===== src/sv/ipvt_pkg.sv =====
// ----------------------------------------------------------------------------
// ipvt_pkg
// Shared types and codes of the IPv4-to-VLAN table: word formats, table entry,
// status codes and the command/status bundles between controller and datapath.
// ----------------------------------------------------------------------------
package ipvt_pkg;

    typedef struct packed {
        logic        mode;
        logic [31:0] ip_address;
        logic [11:0] vlan_id;
    } t_in_word;

    typedef struct packed {
        logic [2:0]  status;
        logic [11:0] found_vlan;
        logic [6:0]  entries_used;
    } t_out_word;

    typedef struct packed {
        logic [31:0] addr;
        logic [11:0] vlan;
    } t_entry;

    localparam logic MODE_INSERT = 1'b0;
    localparam logic MODE_LOOKUP = 1'b1;

    localparam logic [2:0] ST_ADDED    = 3'd0;
    localparam logic [2:0] ST_DUP      = 3'd1;
    localparam logic [2:0] ST_CONFLICT = 3'd2;
    localparam logic [2:0] ST_FULL     = 3'd3;
    localparam logic [2:0] ST_FOUND    = 3'd4;
    localparam logic [2:0] ST_NOTFOUND = 3'd5;

    // table read address source
    typedef enum logic [1:0] {
        RD_MID   = 2'd0,
        RD_LO    = 2'd1,
        RD_SHIFT = 2'd2
    } t_rd_sel;

    typedef struct packed {
        logic       load;
        logic       rd_en;
        t_rd_sel    rd_sel;
        logic       srch_step;
        logic       shift_init;
        logic       wr_shift;
        logic       wr_new;
        logic       done;
        logic [2:0] status;
    } t_dp_cmd;

    typedef struct packed {
        logic is_lookup;
        logic lo_lt_hi;
        logic lo_lt_cnt;
        logic probe_less;
        logic probe_addr_eq;
        logic probe_vlan_eq;
        logic full;
        logic shift_end;
    } t_dp_sts;

endpackage


===== src/sv/ipvt_datapath.sv =====
// ----------------------------------------------------------------------------
// ipvt_datapath
// Sorted table memory, search bounds, shift index, entry count and the
// registered result word.
// ----------------------------------------------------------------------------
module ipvt_datapath
    import ipvt_pkg::*;
#(
    parameter int TABLE_DEPTH = 64
) (
    input  logic      i_clk,
    input  logic      i_rst_n,
    input  t_in_word  i_word,
    input  t_dp_cmd   i_cmd,
    output t_dp_sts   o_sts,
    output logic      o_valid,
    output t_out_word o_word
);

    localparam int CW = $clog2(TABLE_DEPTH + 1);
    localparam int AW = (TABLE_DEPTH > 1) ? $clog2(TABLE_DEPTH) : 1;

    t_entry         r_mem [TABLE_DEPTH];
    t_entry         r_rd_data;
    t_in_word       r_item;
    logic [CW-1:0]  r_count;
    logic [CW-1:0]  n_count;
    logic [CW-1:0]  r_lo;
    logic [CW-1:0]  r_hi;
    logic [CW-1:0]  r_idx;
    logic [CW-1:0]  mid;
    logic [CW-1:0]  idx_m1;
    logic [AW-1:0]  rd_addr;
    logic [AW-1:0]  wr_addr;
    t_entry         wr_data;
    logic [CW+6:0]  cnt_ext;
    logic           r_valid;
    t_out_word      r_word;

    assign mid    = r_lo + ((r_hi - r_lo) >> 1);
    assign idx_m1 = r_idx - CW'(1);

    always_comb begin
        case (i_cmd.rd_sel)
            RD_MID:   rd_addr = mid[AW-1:0];
            RD_LO:    rd_addr = r_lo[AW-1:0];
            RD_SHIFT: rd_addr = idx_m1[AW-1:0];
            default:  rd_addr = mid[AW-1:0];
        endcase
    end

    assign wr_addr = i_cmd.wr_new ? r_lo[AW-1:0] : r_idx[AW-1:0];
    assign wr_data = i_cmd.wr_new ? t_entry'{addr: r_item.ip_address, vlan: r_item.vlan_id}
                                  : r_rd_data;

    // table memory: one write port, one registered read port
    always_ff @(posedge i_clk) begin
        if (i_cmd.wr_new || i_cmd.wr_shift) begin
            r_mem[wr_addr] <= wr_data;
        end
        if (i_cmd.rd_en) begin
            r_rd_data <= r_mem[rd_addr];
        end
    end

    assign n_count = i_cmd.wr_new ? r_count + CW'(1) : r_count;
    assign cnt_ext = {7'd0, n_count};

    always_ff @(posedge i_clk) begin
        if (!i_rst_n) begin
            r_count <= '0;
            r_valid <= 1'b0;
        end else begin
            r_count <= n_count;
            r_valid <= i_cmd.done;
        end
    end

    always_ff @(posedge i_clk) begin
        if (i_cmd.load) begin
            r_item <= i_word;
            r_lo   <= '0;
            r_hi   <= r_count;
        end else if (i_cmd.srch_step) begin
            if (o_sts.probe_less) begin
                r_lo <= mid + CW'(1);
            end else begin
                r_hi <= mid;
            end
        end
        if (i_cmd.shift_init) begin
            r_idx <= r_count;
        end else if (i_cmd.wr_shift) begin
            r_idx <= idx_m1;
        end
        if (i_cmd.done) begin
            r_word.status       <= i_cmd.status;
            r_word.found_vlan   <= (i_cmd.status == ST_FOUND) ? r_rd_data.vlan : 12'd0;
            r_word.entries_used <= cnt_ext[6:0];
        end
    end

    assign o_sts.is_lookup     = (r_item.mode == MODE_LOOKUP);
    assign o_sts.lo_lt_hi      = (r_lo < r_hi);
    assign o_sts.lo_lt_cnt     = (r_lo < r_count);
    assign o_sts.probe_less    = (r_rd_data.addr < r_item.ip_address);
    assign o_sts.probe_addr_eq = (r_rd_data.addr == r_item.ip_address);
    assign o_sts.probe_vlan_eq = (r_rd_data.vlan == r_item.vlan_id);
    assign o_sts.full          = (r_count == CW'(TABLE_DEPTH));
    assign o_sts.shift_end     = (r_idx == r_lo);

    assign o_valid = r_valid;
    assign o_word  = r_word;

`ifndef SYNTHESIS
    a_count_bound: assert property (@(posedge i_clk) disable iff (!i_rst_n)
        r_count <= CW'(TABLE_DEPTH))
        else $error("entry count above table depth");

    a_add_not_full: assert property (@(posedge i_clk) disable iff (!i_rst_n)
        i_cmd.wr_new |-> !o_sts.full && o_sts.shift_end)
        else $error("new entry written into full table or before shift finished");

    a_add_counts: assert property (@(posedge i_clk) disable iff (!i_rst_n)
        i_cmd.wr_new |=> r_count == $past(r_count) + CW'(1))
        else $error("entry count not advanced on add");

    a_step_open: assert property (@(posedge i_clk) disable iff (!i_rst_n)
        i_cmd.srch_step |-> r_lo < r_hi)
        else $error("search step on empty range");

    a_one_strobe: assert property (@(posedge i_clk) disable iff (!i_rst_n)
        r_valid |=> !r_valid)
        else $error("result strobe held for two cycles");
`endif

endmodule


===== src/sv/ipvt_ctrl.sv =====
// ----------------------------------------------------------------------------
// ipvt_ctrl
// Sequencer for the table: binary search probes, hit check, ordered shift on
// insert and the final result code.
// ----------------------------------------------------------------------------
module ipvt_ctrl
    import ipvt_pkg::*;
(
    input  logic    i_clk,
    input  logic    i_rst_n,
    input  logic    start,
    output logic    busy,
    input  t_dp_sts i_sts,
    output t_dp_cmd o_cmd
);

    typedef enum logic [2:0] {
        S_IDLE,
        S_SEARCH,
        S_PROBE,
        S_CHECK,
        S_SHIFT,
        S_SHF_WR,
        S_INS_WR
    } t_state;

    t_state r_state;
    t_state n_state;
    logic   resolve;
    logic   hit;

    always_comb begin
        o_cmd   = '0;
        n_state = r_state;
        resolve = 1'b0;
        hit     = 1'b0;
        case (r_state)
            S_IDLE: begin
                if (start) begin
                    o_cmd.load = 1'b1;
                    n_state    = S_SEARCH;
                end
            end
            S_SEARCH: begin
                if (i_sts.lo_lt_hi) begin
                    o_cmd.rd_en  = 1'b1;
                    o_cmd.rd_sel = RD_MID;
                    n_state      = S_PROBE;
                end else if (i_sts.lo_lt_cnt) begin
                    o_cmd.rd_en  = 1'b1;
                    o_cmd.rd_sel = RD_LO;
                    n_state      = S_CHECK;
                end else begin
                    resolve = 1'b1;
                end
            end
            S_PROBE: begin
                o_cmd.srch_step = 1'b1;
                n_state         = S_SEARCH;
            end
            S_CHECK: begin
                resolve = 1'b1;
                hit     = i_sts.probe_addr_eq;
            end
            S_SHIFT: begin
                if (i_sts.shift_end) begin
                    n_state = S_INS_WR;
                end else begin
                    o_cmd.rd_en  = 1'b1;
                    o_cmd.rd_sel = RD_SHIFT;
                    n_state      = S_SHF_WR;
                end
            end
            S_SHF_WR: begin
                o_cmd.wr_shift = 1'b1;
                n_state        = S_SHIFT;
            end
            S_INS_WR: begin
                o_cmd.wr_new = 1'b1;
                o_cmd.done   = 1'b1;
                o_cmd.status = ST_ADDED;
                n_state      = S_IDLE;
            end
            default: begin
                n_state = S_IDLE;
            end
        endcase

        if (resolve) begin
            if (i_sts.is_lookup) begin
                o_cmd.done   = 1'b1;
                o_cmd.status = hit ? ST_FOUND : ST_NOTFOUND;
                n_state      = S_IDLE;
            end else if (hit) begin
                o_cmd.done   = 1'b1;
                o_cmd.status = i_sts.probe_vlan_eq ? ST_DUP : ST_CONFLICT;
                n_state      = S_IDLE;
            end else if (i_sts.full) begin
                o_cmd.done   = 1'b1;
                o_cmd.status = ST_FULL;
                n_state      = S_IDLE;
            end else begin
                o_cmd.shift_init = 1'b1;
                n_state          = S_SHIFT;
            end
        end
    end

    always_ff @(posedge i_clk) begin
        if (!i_rst_n) begin
            r_state <= S_IDLE;
        end else begin
            r_state <= n_state;
        end
    end

    assign busy = (r_state != S_IDLE);

endmodule


===== src/sv/ip_to_vlan_table.sv =====
// ----------------------------------------------------------------------------
// ip_to_vlan_table
// Sorted IPv4 address to VLAN table with insert and binary-search lookup.
// ----------------------------------------------------------------------------
// A word is taken when start is high and busy is low. Busy then stays high
// until the result is produced. The result is shown for one cycle with
// o_valid, in the first cycle in which busy is low again, and the next word
// may be taken in that same cycle. The receiver cannot stall. The table sits
// in a single-port-read memory with a registered read, so each binary search
// probe passes through S_SEARCH, which issues the read, and S_PROBE, which
// narrows the bounds. An insert that adds an entry moves each larger entry
// up to open its slot, each move reading in S_SHIFT and writing in S_SHF_WR,
// then makes the last slot check in S_SHIFT and writes the new entry in
// S_INS_WR. Entries are kept in ascending address order; the table holds
// TABLE_DEPTH entries.
// ----------------------------------------------------------------------------
module ip_to_vlan_table
    import ipvt_pkg::*;
#(
    parameter int TABLE_DEPTH = 64
) (
    input  logic      i_clk,
    input  logic      i_rst_n,
    input  logic      start,
    output logic      busy,
    input  t_in_word  i_word,
    output logic      o_valid,
    output t_out_word o_word
);

    t_dp_cmd cmd;
    t_dp_sts sts;

    ipvt_ctrl u_ctrl (
        .i_clk   (i_clk),
        .i_rst_n (i_rst_n),
        .start   (start),
        .busy    (busy),
        .i_sts   (sts),
        .o_cmd   (cmd)
    );

    ipvt_datapath #(
        .TABLE_DEPTH (TABLE_DEPTH)
    ) u_datapath (
        .i_clk   (i_clk),
        .i_rst_n (i_rst_n),
        .i_word  (i_word),
        .i_cmd   (cmd),
        .o_sts   (sts),
        .o_valid (o_valid),
        .o_word  (o_word)
    );

endmodule

===== config.mk =====
export PLATFORM = sky130hd
export DESIGN_NAME = ip_to_vlan_table
export DESIGN_NICKNAME = d
export VERILOG_FILES = /design/src/sv/ipvt_pkg.sv /design/src/sv/ipvt_datapath.sv /design/src/sv/ipvt_ctrl.sv /design/src/sv/ip_to_vlan_table.sv
export SDC_FILE = /design/constraint.sdc
export NUM_CORES = 2
export LEC_CHECK = 0
export ABC_AREA = 0
export ABC_CLOCK_PERIOD_IN_PS = 7670
export BUFFER_PORTS_ARGS = -buffer_cell sky130_fd_sc_hd__buf_4
export CAP_MARGIN = 20
export CORE_AREA = 2 2 380 664
export DETAILED_ROUTE_END_ITERATION = 6
export DIE_AREA = 0 0 382 666
export SETUP_SLACK_MARGIN = 0.2
export SLEW_MARGIN = 15
export SYNTH_ARGS = -nofsm -noshare
export SYNTH_HDL_FRONTEND = slang
export SYNTH_SLANG_ARGS = --single-unit

===== constraint.sdc =====
create_clock -name i_clk -period 7.67 [get_ports i_clk]
set_input_delay 0 -clock i_clk [delete_from_list [all_inputs] [get_ports i_clk]]
set_output_delay 0 -clock i_clk [all_outputs]
set_load 0.02 [all_outputs]

==> metrics.csv <==
stage;metric;value;unit
critical_path;rr_worst_depth;20;
outcome;status;completed;
clock_network;worstSkewPairLatency;0.86;ns
place;port-buffer-count;71;
clock_network;cts_tree;done;
critical_path;crit_path_end_kind;flop;
timing;relSlewSlack;0.145;
layout;layout-drive-gt1-share;0.110;
logic_synthesis;synth_edf_count;2941;
critical_path;r2r_slack;0.73;ns
hold_path;hold_path_class;in2reg;
layout;nFillCells;20300;
layout;finish.utilization;0.545;
global_route;grt_antenna_before_repair;37;
routing;drtPass1Iterations;6;
logic_synthesis;netlist_instances;9112;
timing;rsz0062_at_grt;no;
floorplan;io_pins;72;
logic_synthesis;yosysMostFrequentCell;nand2_1;
logic_synthesis;synth.area.top_cells;edfxtp_1 74%, nand2_1 9.4%, a311oi_1 2.9%;
timing;hold_viol;0;
hold_path;min_from;i_rst_n;
logic_synthesis;synth_top_area_cell;edfxtp_1;
critical_path;arrival;7.64;ns
job;maxCapViolations;0;
timing;clock_skew;0.0452;ns
timing;layout_min_cycle_time;6.94;ns
routing;num_vias;79600;
global_route;top_usage_layer;met2;
critical_path;r2r-start;u_datapath.r_lo[1];
logic_synthesis;syn_area_per_cell;13.0;µm²
layout;areaGrowthSynthToFinish;14.5;%
clock_network;cts-buffers-inserted;276;
timing;fmax;144;MHz
floorplan;design.die.area;254000;µm²
logic_synthesis;netlist_top_cells_count;2,977 x nand2_1, 2,941 x edfxtp_1, 680 x nand3_1;
global_route;gr-usage-met1;0.358;
routing;wl;388;mm
global_route;gr-usage-met2;0.501;
floorplan;dieWidth;382;µm
hold_path;holdPathEnd;u_datapath.r_count[2];
global_route;grt_pass1_vias;77000;
critical_path;required;8.37;ns
place;dpl.hpwl;214;mm
critical_path;path_class;reg2reg;
logic_synthesis;yosysWarnings;0;
floorplan;start_util;0.476;
clock_network;clk_pin_slew;0.06;ns
floorplan;rows;243;
logic_synthesis;syn_nets;9219;
place;gp_congestion;0.886;
routing;postRouteAntennaNets;0;
timing;tightest_slew;1.27;ns
logic_synthesis;synth_cell_types;65;
timing;finalMaxSlewViolations;0;
global_route;overflow;0;
layout;final_nets;9453;
critical_path;crit_fanout;35;
global_route;grt.total_usage;0.299;
logic_synthesis;ys_seq_elements;2959;
routing;drc;0;
timing;setup_viol;0;
global_route;grt_pass1_wl;547;mm
routing;vias_per_cell;6.10;
hold_path;min_path_cells;3;
clock_network;htree_levels;5;
clock_network;ctsRootBufferMaster;clkbuf_16;
floorplan;die_y;666;µm
clock_network;clk_path_buf_depth;4;
logic_synthesis;synth-async-reset-ratio;0;
logic_synthesis;dominantRegCellSynth;edfxtp_1;
global_route;grt_max_degree;125;
clock_network;cts_sinks;2959;
critical_path;start_kind;flop;
critical_path;r2r-end;u_datapath.r_rd_data[41];
logic_synthesis;synth_top_area_share;0.743;
floorplan;core-area;250000;µm²
global_route;use_met3;0.0358;
routing;wl_per_cell;29.7;µm
routing;drt_iter0_drc;10000;
logic_synthesis;seq_area_frac_synth;0.746;
logic_synthesis;synth_area;119000;µm²
timing;finalCritPeriodShare;0.905;
## worst max-delay path by stage
stage,from,to,slack [ns],cells after the start
floorplan,u_datapath.r_lo[1],u_datapath.r_rd_data[0],2.08,9
global placement,u_datapath.r_lo[1],u_datapath.r_rd_data[33],-0.26,20
detailed placement,u_datapath.r_lo[1],u_datapath.r_rd_data[39],0.87,19
CTS,u_datapath.r_lo[1],u_datapath.r_rd_data[39],0.85,20
global route,u_datapath.r_lo[1],u_datapath.r_rd_data[41],0.49,20
finish,u_datapath.r_lo[1],u_datapath.r_rd_data[41],0.73,20
## sequential cells by signal, indices dropped and copies added, names as in the netlist
name / cells
u_ctrl.r_state: 3
u_datapath.r_rd_data: 44
u_datapath.o_valid: 1
u_datapath.r_idx: 7
u_datapath.r_lo: 7
u_datapath.r_hi: 7
u_datapath.r_item: 44
u_datapath.o_word: 22
u_datapath.o_sts: 1
u_datapath.r_mem: 2816
u_datapath.r_count: 7
## routing by layer
metal	part of all wire	vias up
met1	0.35	40300
met5	0.000070	-
met3	0.079	981
met2	0.49	4216
met4	0.077	4
li1	-	34100
## worst max-delay path, stage by stage (launching register included)
cell	delay, ns
dfxtp_1	0.49
inv_1	0.19
ha_1	0.33
nor2b_1	0.13
o21ai_0	0.19
a21boi_0	0.19
o211a_1	0.26
o22a_1	0.24
nor4_1	0.44
ha_1	0.58
inv_1	0.22
a31oi_4	0.76
buf_12	0.35
buf_12	0.23
buf_4	0.36
nand2_1	0.08
and3_1	0.17
a311oi_1	0.38
a311oi_2	0.12
nor4_2	0.77
and3_1	0.27
## cells by family after synthesis
group,after synthesis,share of synthesized area
adders and majority gates,59,0.00634
xor gates and xnor gates,41,0.00302
DFF,2959,0.746
and+or+nand+nor,4583,0.169
AOI/OAI and AO/OA,797,0.0522
muxes,8,0.000705
buffers and inverters,665,0.0229
## cell type report
cell class	instances	area (µm²)	share of cell area
Antenna cell	202	505	0.00371
Clock inverter	146	1170	0.00861
Clock buffer	333	7290	0.0536
Multi-Input combinational cell	5488	28700	0.211
Inverter	64	240	0.00177
Timing Repair Buffer	557	5370	0.0394
Tap cell	3307	4140	0.0304
Sequential cell	2959	88700	0.652
## repair_timing
action                                 in CTS  in global routing
hold buffers                               92                  0
resized for setup                           0                  0
endpoints found under the hold margin      76                  0
buffers inserted                            0                  0
## placed cells by master, fill, tap and decap left out, types with 63 or more instances in the layout
cell,synthesis,routed
a21oi_1,152,151
a311oi_1,398,398
and3_1,496,496
buf_12,0,67
buf_4,11,386
clkbuf_16,0,284
diode_2,0,202
dlygate4sd3_1,0,92
edfxtp_1,2941,2941
inv_1,64,63
nand2_1,2977,2963
nand3_1,680,678
nor2_4,0,64
nor3_1,141,139
nor4_1,99,89
## stage by stage
| step | instance area [µm²] | TNS [ns] | hold WS [ns] | setup WS, ns | instances |
|---|---|---|---|---|---|
| after floorplan | 119000 | 0 | 0.0989 | 2.08 | 9112 |
| final | 136000 | 0 | 0.0916 | 0.731 | 13100 |
| after CTS | 136000 | 0 | 0.00394 | 0.847 | 12900 |
| after detailed placement | 126000 | 0 | 0.180 | 0.868 | 12300 |
| after global placement | 126000 | -0.847 | 0.180 | -0.263 | 12300 |
| after global routing | 136000 | 0 | 0.0699 | 0.490 | 13100 |
Power is not shown: default switching activity piles up to over one toggle a cycle in this logic, so the estimate is an artifact.
